File: config.mk
export PLATFORM = sky130hd
export DESIGN_NAME = six_axis_serial_packet_decoder
export DESIGN_NICKNAME = d
export VERILOG_FILES = /design/src/hw/rtl/sapd_pkg.sv /design/src/hw/rtl/sapd_front.sv /design/src/hw/rtl/sapd_queue.sv /design/src/hw/rtl/sapd_back.sv /design/src/hw/rtl/six_axis_serial_packet_decoder.sv
export SDC_FILE = /design/constraint.sdc
export NUM_CORES = 1
export LEC_CHECK = 0
export ABC_AREA = 0
export BUFFER_PORTS_ARGS = -buffer_cell sky130_fd_sc_hd__buf_2
export CORE_UTILIZATION = 50
export CTS_CLUSTER_DIAMETER = 50
export DETAILED_ROUTE_END_ITERATION = 7
export HOLD_SLACK_MARGIN = 0.1
export PLACE_DENSITY_LB_ADDON = 0.3
export SLEW_MARGIN = 0
export SYNTH_ARGS = -nofsm -noshare
export SYNTH_HDL_FRONTEND = slang
export SYNTH_SLANG_ARGS = --single-unit
File: constraint.sdc
create_clock -name clk -period 11.1 [get_ports clk]
set_input_delay 3.33 -clock clk [delete_from_list [all_inputs] [get_ports clk]]
set_output_delay 3.33 -clock clk [all_outputs]
set_load 0.1 [all_outputs]
File: src/hw/rtl/sapd_pkg.sv
`default_nettype none
// ----------------------------------------------------------------------------
// sapd_pkg
// Shared types and constants for the serial packet decoder.
// ----------------------------------------------------------------------------
package sapd_pkg;

    localparam logic [7:0] BYTE_CR = 8'h0D;
    localparam logic [7:0] BYTE_LF = 8'h0A;

    // result kinds
    localparam logic [3:0] KIND_MOTION  = 4'd0;
    localparam logic [3:0] KIND_CSUMBAD = 4'd1;
    localparam logic [3:0] KIND_BUTTONS = 4'd2;
    localparam logic [3:0] KIND_NULL    = 4'd3;
    localparam logic [3:0] KIND_SENS    = 4'd4;
    localparam logic [3:0] KIND_PULSE   = 4'd5;
    localparam logic [3:0] KIND_ERROR   = 4'd6;
    localparam logic [3:0] KIND_INFO    = 4'd7;
    localparam logic [3:0] KIND_UNKNOWN = 4'd8;

    // snapshot of the first fifteen stored bytes of a packet (zero past end)
    localparam int SNAP_BYTES = 15;

    typedef struct packed {
        logic [SNAP_BYTES-1:0][7:0] bytes;
        logic [SNAP_BYTES-1:0]      present;
        logic                       dev1;
    } sapd_packet_t;

    // descramble key, applied to byte j with key[j-1]
    function automatic logic [7:0] sapd_key(input logic [3:0] idx);
        logic [7:0] k;
        begin
            case (idx)
                4'd1:    k = 8'h53;
                4'd2:    k = 8'h70;
                4'd3:    k = 8'h61;
                4'd4:    k = 8'h63;
                4'd5:    k = 8'h65;
                4'd6:    k = 8'h57;
                4'd7:    k = 8'h61;
                4'd8:    k = 8'h72;
                4'd9:    k = 8'h65;
                default: k = 8'h00;
            endcase
            return k;
        end
    endfunction

endpackage
`default_nettype wire

File: src/hw/rtl/sapd_front.sv
`default_nettype none
// ----------------------------------------------------------------------------
// sapd_front
// Frames received bytes into packets and hands each finished packet on.
// ----------------------------------------------------------------------------
module sapd_front #(
    parameter int STORE_BYTES = 16
) (
    input  wire logic                  clk,
    input  wire logic                  rst_n,
    input  wire logic                  in_valid,
    input  wire logic [7:0]            rx_byte,
    input  wire logic                  device_kind,
    output sapd_pkg::sapd_packet_t     pkt,
    output logic                       pkt_valid
);
    import sapd_pkg::*;

    localparam int IW = $clog2(STORE_BYTES);

    logic [STORE_BYTES-1:0][7:0] bytes_reg;
    logic [7:0]                  count_reg;
    logic [7:0]                  prev_reg;

    logic is_cr;
    logic drop_lf;
    logic store;
    assign is_cr   = (rx_byte == BYTE_CR);
    assign drop_lf = (rx_byte == BYTE_LF) && (prev_reg == BYTE_CR);
    assign store   = in_valid && !is_cr && !drop_lf;

    // finished packet snapshot
    always_comb
    begin
        pkt.dev1 = device_kind;
        for (int j = 0; j < SNAP_BYTES; j++)
        begin
            pkt.present[j] = (8'(j) < count_reg) && (j < STORE_BYTES);
            pkt.bytes[j]   = pkt.present[j] ? bytes_reg[j] : 8'h00;
        end
    end
    assign pkt_valid = in_valid && is_cr && (count_reg != 8'd0);

    // byte store, count and previous byte
    always_ff @(posedge clk or negedge rst_n)
    begin
        if (!rst_n)
        begin
            count_reg <= 8'd0;
            prev_reg  <= BYTE_CR;
        end
        else if (in_valid)
        begin
            prev_reg <= rx_byte;
            if (is_cr)
                count_reg <= 8'd0;
            else if (store && count_reg != 8'hFF)
                count_reg <= count_reg + 8'd1;
        end
    end

    always_ff @(posedge clk)
    begin
        if (store && count_reg < 8'(STORE_BYTES))
            bytes_reg[count_reg[IW-1:0]] <= rx_byte;
    end
endmodule
`default_nettype wire

File: src/hw/rtl/sapd_queue.sv
`default_nettype none
// ----------------------------------------------------------------------------
// sapd_queue
// Two-entry queue of packets between framing and decoding.
// ----------------------------------------------------------------------------
module sapd_queue (
    input  wire logic               clk,
    input  wire logic               rst_n,
    input  wire logic               wr_en,
    input  sapd_pkg::sapd_packet_t  wr_data,
    output logic                    full,
    input  wire logic               rd_en,
    output sapd_pkg::sapd_packet_t  rd_data,
    output logic                    rd_valid
);
    import sapd_pkg::*;

    sapd_packet_t mem_reg [2];
    logic         wp_reg;
    logic         rp_reg;
    logic [1:0]   cnt_reg;

    assign full     = (cnt_reg == 2'd2);
    assign rd_valid = (cnt_reg != 2'd0);
    assign rd_data  = mem_reg[rp_reg];

    // pointers and fill count
    always_ff @(posedge clk or negedge rst_n)
    begin
        if (!rst_n)
        begin
            wp_reg  <= 1'b0;
            rp_reg  <= 1'b0;
            cnt_reg <= 2'd0;
        end
        else
        begin
            if (wr_en)
                wp_reg <= ~wp_reg;
            if (rd_en)
                rp_reg <= ~rp_reg;
            cnt_reg <= cnt_reg + {1'b0, wr_en} - {1'b0, rd_en};
        end
    end

    always_ff @(posedge clk)
    begin
        if (wr_en)
            mem_reg[wp_reg] <= wr_data;
    end
endmodule
`default_nettype wire

File: src/hw/rtl/sapd_back.sv
`default_nettype none
// ----------------------------------------------------------------------------
// sapd_back
// Decodes a packet per cycle unless a held result waits; updates held values.
// ----------------------------------------------------------------------------
module sapd_back (
    input  wire logic               clk,
    input  wire logic               rst_n,
    input  sapd_pkg::sapd_packet_t  pkt,
    input  wire logic               pkt_valid,
    output logic                    pkt_take,
    output logic                    empty,
    input  wire logic               pop,
    output logic [3:0]              packet_kind,
    output logic signed [14:0]      trans_x,
    output logic signed [14:0]      trans_y,
    output logic signed [14:0]      trans_z,
    output logic signed [14:0]      rot_x,
    output logic signed [14:0]      rot_y,
    output logic signed [14:0]      rot_z,
    output logic [15:0]             button_mask,
    output logic [11:0]             value_a,
    output logic [11:0]             value_b
);
    import sapd_pkg::*;

    // held state
    logic [5:0][15:0] axis_reg, axis_next;
    logic [15:0]      btn_reg, btn_next;
    logic [6:0]       null_reg, null_next;
    logic [5:0]       tsens_reg, tsens_next, rsens_reg, rsens_next;
    logic [11:0]      pmax_reg, pmax_next, pmin_reg, pmin_next;
    logic [7:0]       err_reg, err_next;

    // output register
    logic             full_reg;
    logic [3:0]       kind_reg;
    logic [5:0][14:0] oaxis_reg;
    logic [15:0]      obtn_reg;
    logic [11:0]      oa_reg, ob_reg;

    logic [3:0]  kind;
    logic [11:0] va, vb;
    logic [14:0][7:0] b;
    logic [10:0][7:0] r;
    logic [11:0] sum;
    logic        dev1;

    assign pkt_take = pkt_valid && (!full_reg || pop);

    function automatic logic [15:0] ten_scaled(input logic [9:0] raw, input logic neg);
        logic [15:0] v;
        begin
            v = {{5{raw[9]}}, raw, 1'b0};
            return neg ? (16'd0 - v) : v;
        end
    endfunction

    function automatic logic [15:0] twelve_scaled(input logic [7:0] hi, input logic [7:0] lo,
                                                  input logic neg);
        logic [15:0] v;
        begin
            v = {2'b00, hi[5:0], lo[5:0], 2'b00};
            return neg ? (16'd8192 - v) : (v - 16'd8192);
        end
    endfunction

    // packet decode
    always_comb
    begin
        b    = pkt.bytes;
        dev1 = pkt.dev1;
        r[0] = b[0];
        for (int j = 1; j <= 10; j++)
            r[j] = pkt.present[j] ? (b[j] ^ sapd_key(4'(j - 1))) : 8'h00;
        sum = '0;
        for (int j = 1; j <= 12; j++)
            sum = sum + {4'h0, b[j]};

        axis_next  = axis_reg;
        btn_next   = btn_reg;
        null_next  = null_reg;
        tsens_next = tsens_reg;
        rsens_next = rsens_reg;
        pmax_next  = pmax_reg;
        pmin_next  = pmin_reg;
        err_next   = err_reg;
        kind       = KIND_UNKNOWN;

        if (b[0] == "D" && !dev1)
        begin
            kind = KIND_MOTION;
            axis_next[0] = ten_scaled({r[2][6:0], r[3][6:4]}, 1'b0);
            axis_next[2] = ten_scaled({r[3][3:0], r[4][6:1]}, 1'b1);
            axis_next[1] = ten_scaled({r[4][0], r[5][6:0], r[6][6:5]}, 1'b1);
            axis_next[3] = ten_scaled({r[6][4:0], r[7][6:2]}, 1'b0);
            axis_next[5] = ten_scaled({r[7][1:0], r[8][6:0], r[9][6]}, 1'b1);
            axis_next[4] = ten_scaled({r[9][5:0], r[10][6:3]}, 1'b1);
        end
        else if (b[0] == "d" && dev1)
        begin
            if (sum != {b[13][5:0], b[14][5:0]})
                kind = KIND_CSUMBAD;
            else
            begin
                kind = KIND_MOTION;
                axis_next[0] = twelve_scaled(b[1], b[2], 1'b0);
                axis_next[1] = twelve_scaled(b[3], b[4], 1'b0);
                axis_next[2] = twelve_scaled(b[5], b[6], 1'b1);
                axis_next[3] = twelve_scaled(b[7], b[8], 1'b0);
                axis_next[4] = twelve_scaled(b[9], b[10], 1'b0);
                axis_next[5] = twelve_scaled(b[11], b[12], 1'b1);
            end
        end
        else if (b[0] == "K" && !dev1)
        begin
            kind = KIND_BUTTONS;
            btn_next = {3'b000, b[2][0], 1'b0, b[2][6:4], 4'h0, b[2][3:0]};
        end
        else if (b[0] == "k" && dev1)
        begin
            kind = KIND_BUTTONS;
            btn_next = {b[3][3:0], b[2][3:0], 4'h0, b[1][3:0]};
        end
        else if (b[0] == "R")
        begin
            kind = KIND_INFO;
            err_next = 8'h00;
        end
        else if (b[0] == "N")
        begin
            kind = KIND_NULL;
            null_next = {b[1][6] & !dev1, b[1][5:0]};
        end
        else if (b[0] == "n")
        begin
            kind = KIND_NULL;
            null_next = {1'b0, b[1][5:0]};
        end
        else if (b[0] == "F" && b[1] == "R")
        begin
            kind = KIND_SENS;
            rsens_next = b[2][5:0];
        end
        else if (b[0] == "F" && b[1] == "T")
        begin
            kind = KIND_SENS;
            tsens_next = b[2][5:0];
        end
        else if (b[0] == "q")
        begin
            kind = KIND_SENS;
            tsens_next = {2'b00, b[2][3:0]};
            rsens_next = {2'b00, b[3][3:0]};
        end
        else if (b[0] == "E")
        begin
            kind = KIND_ERROR;
            err_next = b[1];
        end
        else if (b[0] == "!" || b[0] == "$")
            kind = KIND_INFO;
        else if (b[0] == "P")
        begin
            kind = KIND_PULSE;
            if (!dev1)
            begin
                pmax_next = {5'd0, b[1][6:0]};
                pmin_next = {5'd0, b[2][6:0]};
            end
            else
            begin
                pmax_next = {b[1][5:0], b[2][5:0]};
                pmin_next = {b[3][5:0], b[4][5:0]};
            end
        end
        else if (b[0] == "p")
        begin
            kind = KIND_PULSE;
            pmax_next = {8'd0, b[1][3:0]};
            pmin_next = {8'd0, b[2][3:0]};
        end

        va = '0;
        vb = '0;
        case (kind)
            KIND_NULL:  va = {5'd0, null_next};
            KIND_SENS:
            begin
                va = {6'd0, tsens_next};
                vb = {6'd0, rsens_next};
            end
            KIND_PULSE:
            begin
                va = pmax_next;
                vb = pmin_next;
            end
            KIND_ERROR: va = {4'd0, err_next};
            default:    va = '0;
        endcase
    end

    // held registers and result register
    always_ff @(posedge clk or negedge rst_n)
    begin
        if (!rst_n)
        begin
            axis_reg  <= '0;
            btn_reg   <= '0;
            null_reg  <= '0;
            tsens_reg <= '0;
            rsens_reg <= '0;
            pmax_reg  <= '0;
            pmin_reg  <= '0;
            err_reg   <= '0;
            full_reg  <= 1'b0;
        end
        else
        begin
            if (pkt_take)
            begin
                axis_reg  <= axis_next;
                btn_reg   <= btn_next;
                null_reg  <= null_next;
                tsens_reg <= tsens_next;
                rsens_reg <= rsens_next;
                pmax_reg  <= pmax_next;
                pmin_reg  <= pmin_next;
                err_reg   <= err_next;
                full_reg  <= 1'b1;
            end
            else if (pop)
                full_reg <= 1'b0;
        end
    end

    always_ff @(posedge clk)
    begin
        if (pkt_take)
        begin
            kind_reg <= kind;
            for (int j = 0; j < 6; j++)
                oaxis_reg[j] <= axis_next[j][14:0];
            obtn_reg <= btn_next;
            oa_reg   <= va;
            ob_reg   <= vb;
        end
    end

    assign empty       = !full_reg;
    assign packet_kind = kind_reg;
    assign trans_x     = oaxis_reg[0];
    assign trans_y     = oaxis_reg[1];
    assign trans_z     = oaxis_reg[2];
    assign rot_x       = oaxis_reg[3];
    assign rot_y       = oaxis_reg[4];
    assign rot_z       = oaxis_reg[5];
    assign button_mask = obtn_reg;
    assign value_a     = oa_reg;
    assign value_b     = ob_reg;
endmodule
`default_nettype wire

File: src/hw/rtl/six_axis_serial_packet_decoder.sv
`default_nettype none
// ----------------------------------------------------------------------------
// six_axis_serial_packet_decoder
// Frames serial bytes into packets and decodes six-axis controller packets.
// ----------------------------------------------------------------------------
// Takes one byte per cycle while full is low. A carriage return closes a packet;
// the packet is queued (two deep) and decoded combinationally by the back end
// into a result register. With the queue empty and the result register empty or
// being popped, the packet is written into the queue at the edge that transfers
// its carriage return and its result is on the ports from the next edge on. full
// rises only when both queue entries and the result register hold packets not yet popped.
module six_axis_serial_packet_decoder #(
    parameter int STORE_BYTES = 16
) (
    input  wire logic               clk,
    input  wire logic               rst_n,
    input  wire logic               push,
    output logic                    full,
    input  wire logic [7:0]         rx_byte,
    input  wire logic               cfg_we,
    input  wire logic [0:0]         cfg_wdata,
    output logic                    empty,
    input  wire logic               pop,
    output logic [3:0]              packet_kind,
    output logic signed [14:0]      trans_x,
    output logic signed [14:0]      trans_y,
    output logic signed [14:0]      trans_z,
    output logic signed [14:0]      rot_x,
    output logic signed [14:0]      rot_y,
    output logic signed [14:0]      rot_z,
    output logic [15:0]             button_mask,
    output logic [11:0]             value_a,
    output logic [11:0]             value_b
);
    import sapd_pkg::*;

    logic         dev_reg;
    sapd_packet_t f_pkt, q_pkt;
    logic         f_valid, q_valid, q_take;

    // device kind register
    always_ff @(posedge clk or negedge rst_n)
    begin
        if (!rst_n)
            dev_reg <= 1'b0;
        else if (cfg_we)
            dev_reg <= cfg_wdata[0];
    end

    sapd_front #(.STORE_BYTES(STORE_BYTES)) u_front (
        .clk(clk), .rst_n(rst_n), .in_valid(push && !full), .rx_byte(rx_byte),
        .device_kind(dev_reg), .pkt(f_pkt), .pkt_valid(f_valid)
    );

    sapd_queue u_queue (
        .clk(clk), .rst_n(rst_n), .wr_en(f_valid), .wr_data(f_pkt), .full(full),
        .rd_en(q_take), .rd_data(q_pkt), .rd_valid(q_valid)
    );

    sapd_back u_back (
        .clk(clk), .rst_n(rst_n), .pkt(q_pkt), .pkt_valid(q_valid), .pkt_take(q_take),
        .empty(empty), .pop(pop), .packet_kind(packet_kind),
        .trans_x(trans_x), .trans_y(trans_y), .trans_z(trans_z),
        .rot_x(rot_x), .rot_y(rot_y), .rot_z(rot_z), .button_mask(button_mask),
        .value_a(value_a), .value_b(value_b)
    );
endmodule
`default_nettype wire
==> impl_metrics.prom <==
# TYPE chip_impl_metric gauge
chip_impl_info{name="result_of_the_run",value="finished clean"} 1
chip_impl_metric{name="io-pin-count",unit=""} 150
chip_impl_metric{name="drv.max_cap_violation_count",unit=""} 0
chip_impl_metric{name="fp.dieH",unit="µm"} 246
chip_impl_info{name="worst_hold_path_type",value="flip-flop to flip-flop"} 1
chip_impl_metric{name="slew_violations",unit=""} 0
chip_impl_metric{name="postRouteAntennaNets",unit=""} 0
chip_impl_metric{name="detail_route.drc_violations",unit=""} 0
chip_impl_metric{name="cts_hold_repair.buffers",unit=""} 0
chip_impl_metric{name="finalWirelength",unit="µm"} 79100
chip_impl_info{name="synthTopCellsByArea",value="sky130_fd_sc_hd__edfxtp_1 50%, sky130_fd_sc_hd__dfrtp_1 11%, sky130_fd_sc_hd__fa_1 4.7%"} 1
chip_impl_metric{name="grt_pass1_wl",unit="µm"} 118000
chip_impl_metric{name="synth_cells",unit=""} 2358
chip_impl_info{name="worstSetupStartpointType",value="flip-flop"} 1
chip_impl_metric{name="cpPeakStageDelay",unit="ns"} 0.95
chip_impl_info{name="worst_path_most_repeated_cell",value="sky130_fd_sc_hd__fa_1"} 1
chip_impl_metric{name="cts.repair.resized",unit=""} 0
chip_impl_metric{name="clock_latency",unit="ns"} 0.62
chip_impl_metric{name="grt_antenna_before_repair",unit=""} 0
chip_impl_metric{name="place.gp.congestion",unit=""} 0.934
chip_impl_metric{name="synth.lib_cells_used.distinct",unit=""} 84
chip_impl_info{name="synth_area_leader_cell",value="sky130_fd_sc_hd__edfxtp_1"} 1
chip_impl_metric{name="grt_use_total",unit="%"} 26.2
chip_impl_metric{name="numCtsBuffers",unit=""} 71
chip_impl_metric{name="globalRouteOverflowTotal",unit=""} 0
chip_impl_metric{name="postSynthRegisterBits",unit=""} 642
chip_impl_metric{name="grt_start_max_net_pins",unit=""} 120
chip_impl_metric{name="fmaxAchievable",unit="GHz"} 0.100
chip_impl_info{name="yosys-top-cells-count",value="502 x sky130_fd_sc_hd__edfxtp_1, 240 x sky130_fd_sc_hd__nand2_1, 159 x sky130_fd_sc_hd__inv_1"} 1
chip_impl_info{name="cp_slowest_cell",value="sky130_fd_sc_hd__and3_1"} 1
chip_impl_info{name="endpoint_kind",value="flip-flop"} 1
chip_impl_metric{name="post_synth_instance_area",unit="µm²"} 29900
chip_impl_metric{name="placedInstanceArea",unit="µm²"} 31600
chip_impl_metric{name="initial_drc_count",unit=""} 2111
chip_impl_metric{name="setup_slack",unit="ns"} 1.13
chip_impl_info{name="crit_type",value="flip-flop to flip-flop"} 1
chip_impl_metric{name="clock_sink_count",unit=""} 642
chip_impl_metric{name="clock-skew-final",unit="ns"} 0.0204
chip_impl_info{name="synth.most_common_cell",value="sky130_fd_sc_hd__edfxtp_1"} 1
chip_impl_metric{name="vias_per_cell",unit=""} 5.83
chip_impl_metric{name="h_tree_level_count",unit=""} 3
chip_impl_metric{name="synth-edff-count",unit=""} 502
chip_impl_metric{name="fp.coreArea",unit="µm²"} 59000
chip_impl_metric{name="die_area",unit="µm²"} 60800
chip_impl_info{name="tritoncts_clock_tree",value="done"} 1
chip_impl_metric{name="floorplan.rows",unit=""} 89
chip_impl_metric{name="num_vias",unit=""} 19600
chip_impl_metric{name="buffer_ports.inserted",unit=""} 149
chip_impl_metric{name="largest_register_ffs",unit=""} 252
chip_impl_metric{name="cp.required",unit="ns"} 11.45
chip_impl_metric{name="wl_per_cell",unit="µm"} 23.6
chip_impl_metric{name="area_growth_syn_to_layout",unit="%"} 13.2
chip_impl_metric{name="ys_async_rst_share",unit="%"} 21.8
chip_impl_metric{name="grt_pass1_vias",unit=""} 19100
chip_impl_metric{name="shortest_clock_period_the_worst_path_allows_after_layout",unit="ns"} 9.97
chip_impl_metric{name="worstPathMaxFanout",unit=""} 52
chip_impl_metric{name="clockBufferDepth",unit=""} 3
chip_impl_metric{name="synth.top_cell.area_share",unit="%"} 50.4
chip_impl_metric{name="die_width",unit="µm"} 246
chip_impl_metric{name="hold_viol",unit=""} 0
chip_impl_info{name="unrepaired_setup_endpoints_after_global_routing",value="false"} 1
chip_impl_metric{name="post_cts.repair.setup_buffers",unit=""} 0
chip_impl_metric{name="start_util",unit="%"} 50.6
chip_impl_metric{name="yosysSeqAreaShare",unit="%"} 62.2
chip_impl_metric{name="final.period_utilization",unit="%"} 89.8
chip_impl_metric{name="synthesis.nets",unit=""} 2482
chip_impl_metric{name="synth_area_per_cell",unit="µm²"} 12.7
chip_impl_metric{name="drive_gt1_share",unit="%"} 14.7
chip_impl_metric{name="pre_cts_ws",unit="ns"} 1.17
chip_impl_metric{name="clk_transition_reported_paths",unit="ns"} 0.06
chip_impl_metric{name="worst-slew-pin-transition",unit="ns"} 1.14
chip_impl_metric{name="dpl.hpwl",unit="µm"} 56000
chip_impl_metric{name="layout.cell_area.non_filler",unit="µm²"} 33800
chip_impl_metric{name="worst_ep_arrival_time",unit="ns"} 10.32
chip_impl_metric{name="number_of_nets_in_the_layout",unit=""} 2655
chip_impl_metric{name="drt_first_pass_iters",unit=""} 6
chip_impl_metric{name="num_antenna_cells",unit=""} 0
chip_impl_metric{name="worst_slew_margin_rel",unit="%"} 22.9
chip_impl_metric{name="setup_tns",unit="ns"} 0
chip_impl_metric{name="finalSetupViolCount",unit=""} 0
chip_impl_info{name="postSynth.topFlopCell",value="sky130_fd_sc_hd__edfxtp_1"} 1
chip_impl_info{name="clockRootBuffer",value="sky130_fd_sc_hd__clkbuf_16"} 1
chip_impl_metric{name="ys.warnings.count",unit=""} 0
-- cells by family after synthesis --
logic type	after synthesis	share of synthesized area [%]
buffers and inverters	254	3.47
AOI/OAI and AO/OA	410	9.14
xor gates and xnor gates	65	1.90
adders and majority gates	110	6.36
muxes	134	4.68
and+or+nand+nor	743	12.3
DFF	642	62.2
-- worst max-delay path: cells and delay by family, from the launching register on --
kind / cells / cell delay [ns]
compound gates: 8 / 1.91
simple gates: 3 / 1.34
buf+inv: 6 / 0.99
mux: 1 / 0.24
fa+ha+maj: 8 / 3.98
flops: 1 / 0.86
xor+xnor: 2 / 0.38
-- final cells by class --
cell class                 instances  area [µm²]
fill                            4714       25200
sequential                       642       18600
multi-input combinational       1462       10300
clock buffer                      98        2000
timing repair buffer             193        1090
tap                              773         967
inverter                         161         609
clock inverter                    29         267
-- per-layer routing --
metal / track usage (%) / up-vias / wire, µm
met3: 4.66 / 117 / 5970
met4: 7.99 / 0 / 1830
li1: - / 8869 / -
met5: 0 / - / 0
met2: 40.7 / 837 / 36600
met1: 37.7 / 9756 / 34800
-- worst paths after layout --
kind	startpoint	depth (start not counted)	slack (ns)	endpoint
min reg2reg	u_back.btn_reg[7]	1	0.48	u_back.btn_reg[7]
max	u_queue.rp_reg	28	1.13	u_back.rot_z[10]
max reg2reg	u_queue.rp_reg	28	1.13	u_back.rot_z[10]
min in group asynchronous	rst_n	1	2.71	u_back.full_reg
max in group asynchronous	rst_n	2	7.21	u_back.axis_reg[89]
min	u_back.btn_reg[7]	1	0.48	u_back.btn_reg[7]
-- cells in the final DEF (no fill, tap or decap), types with 32 or more instances in the layout --
cell                        count
sky130_fd_sc_hd__o211ai_1      57
sky130_fd_sc_hd__ha_1          40
sky130_fd_sc_hd__nand2_1      240
sky130_fd_sc_hd__buf_2        148
sky130_fd_sc_hd__buf_4         43
sky130_fd_sc_hd__nor2_1       148
sky130_fd_sc_hd__edfxtp_1     502
sky130_fd_sc_hd__nor3_1        33
sky130_fd_sc_hd__nand3_1       71
sky130_fd_sc_hd__nor2b_1       53
sky130_fd_sc_hd__clkbuf_16     75
sky130_fd_sc_hd__and2_1        98
sky130_fd_sc_hd__mux2i_1       88
sky130_fd_sc_hd__o21ai_0       81
sky130_fd_sc_hd__mux2_2        46
sky130_fd_sc_hd__dfrtp_1      136
sky130_fd_sc_hd__xnor2_1       44
sky130_fd_sc_hd__fa_1          70
sky130_fd_sc_hd__inv_1        159
sky130_fd_sc_hd__a21oi_1       81
sky130_fd_sc_hd__a22oi_1       32
-- metrics by stage --
stage               hold slack (ns)  std cells  util [%]
floorplan                     0.438       2358         -
global placement              0.449       3231      53.5
detailed placement            0.460       3231      53.5
CTS                           0.473       3358      57.3
global route                  0.497       3358      57.3
finish                        0.475       3358      57.3
Power is left out: the tool's default activity adds up to more than one toggle a clock period on the data nets, which glitch-free logic cannot reach.
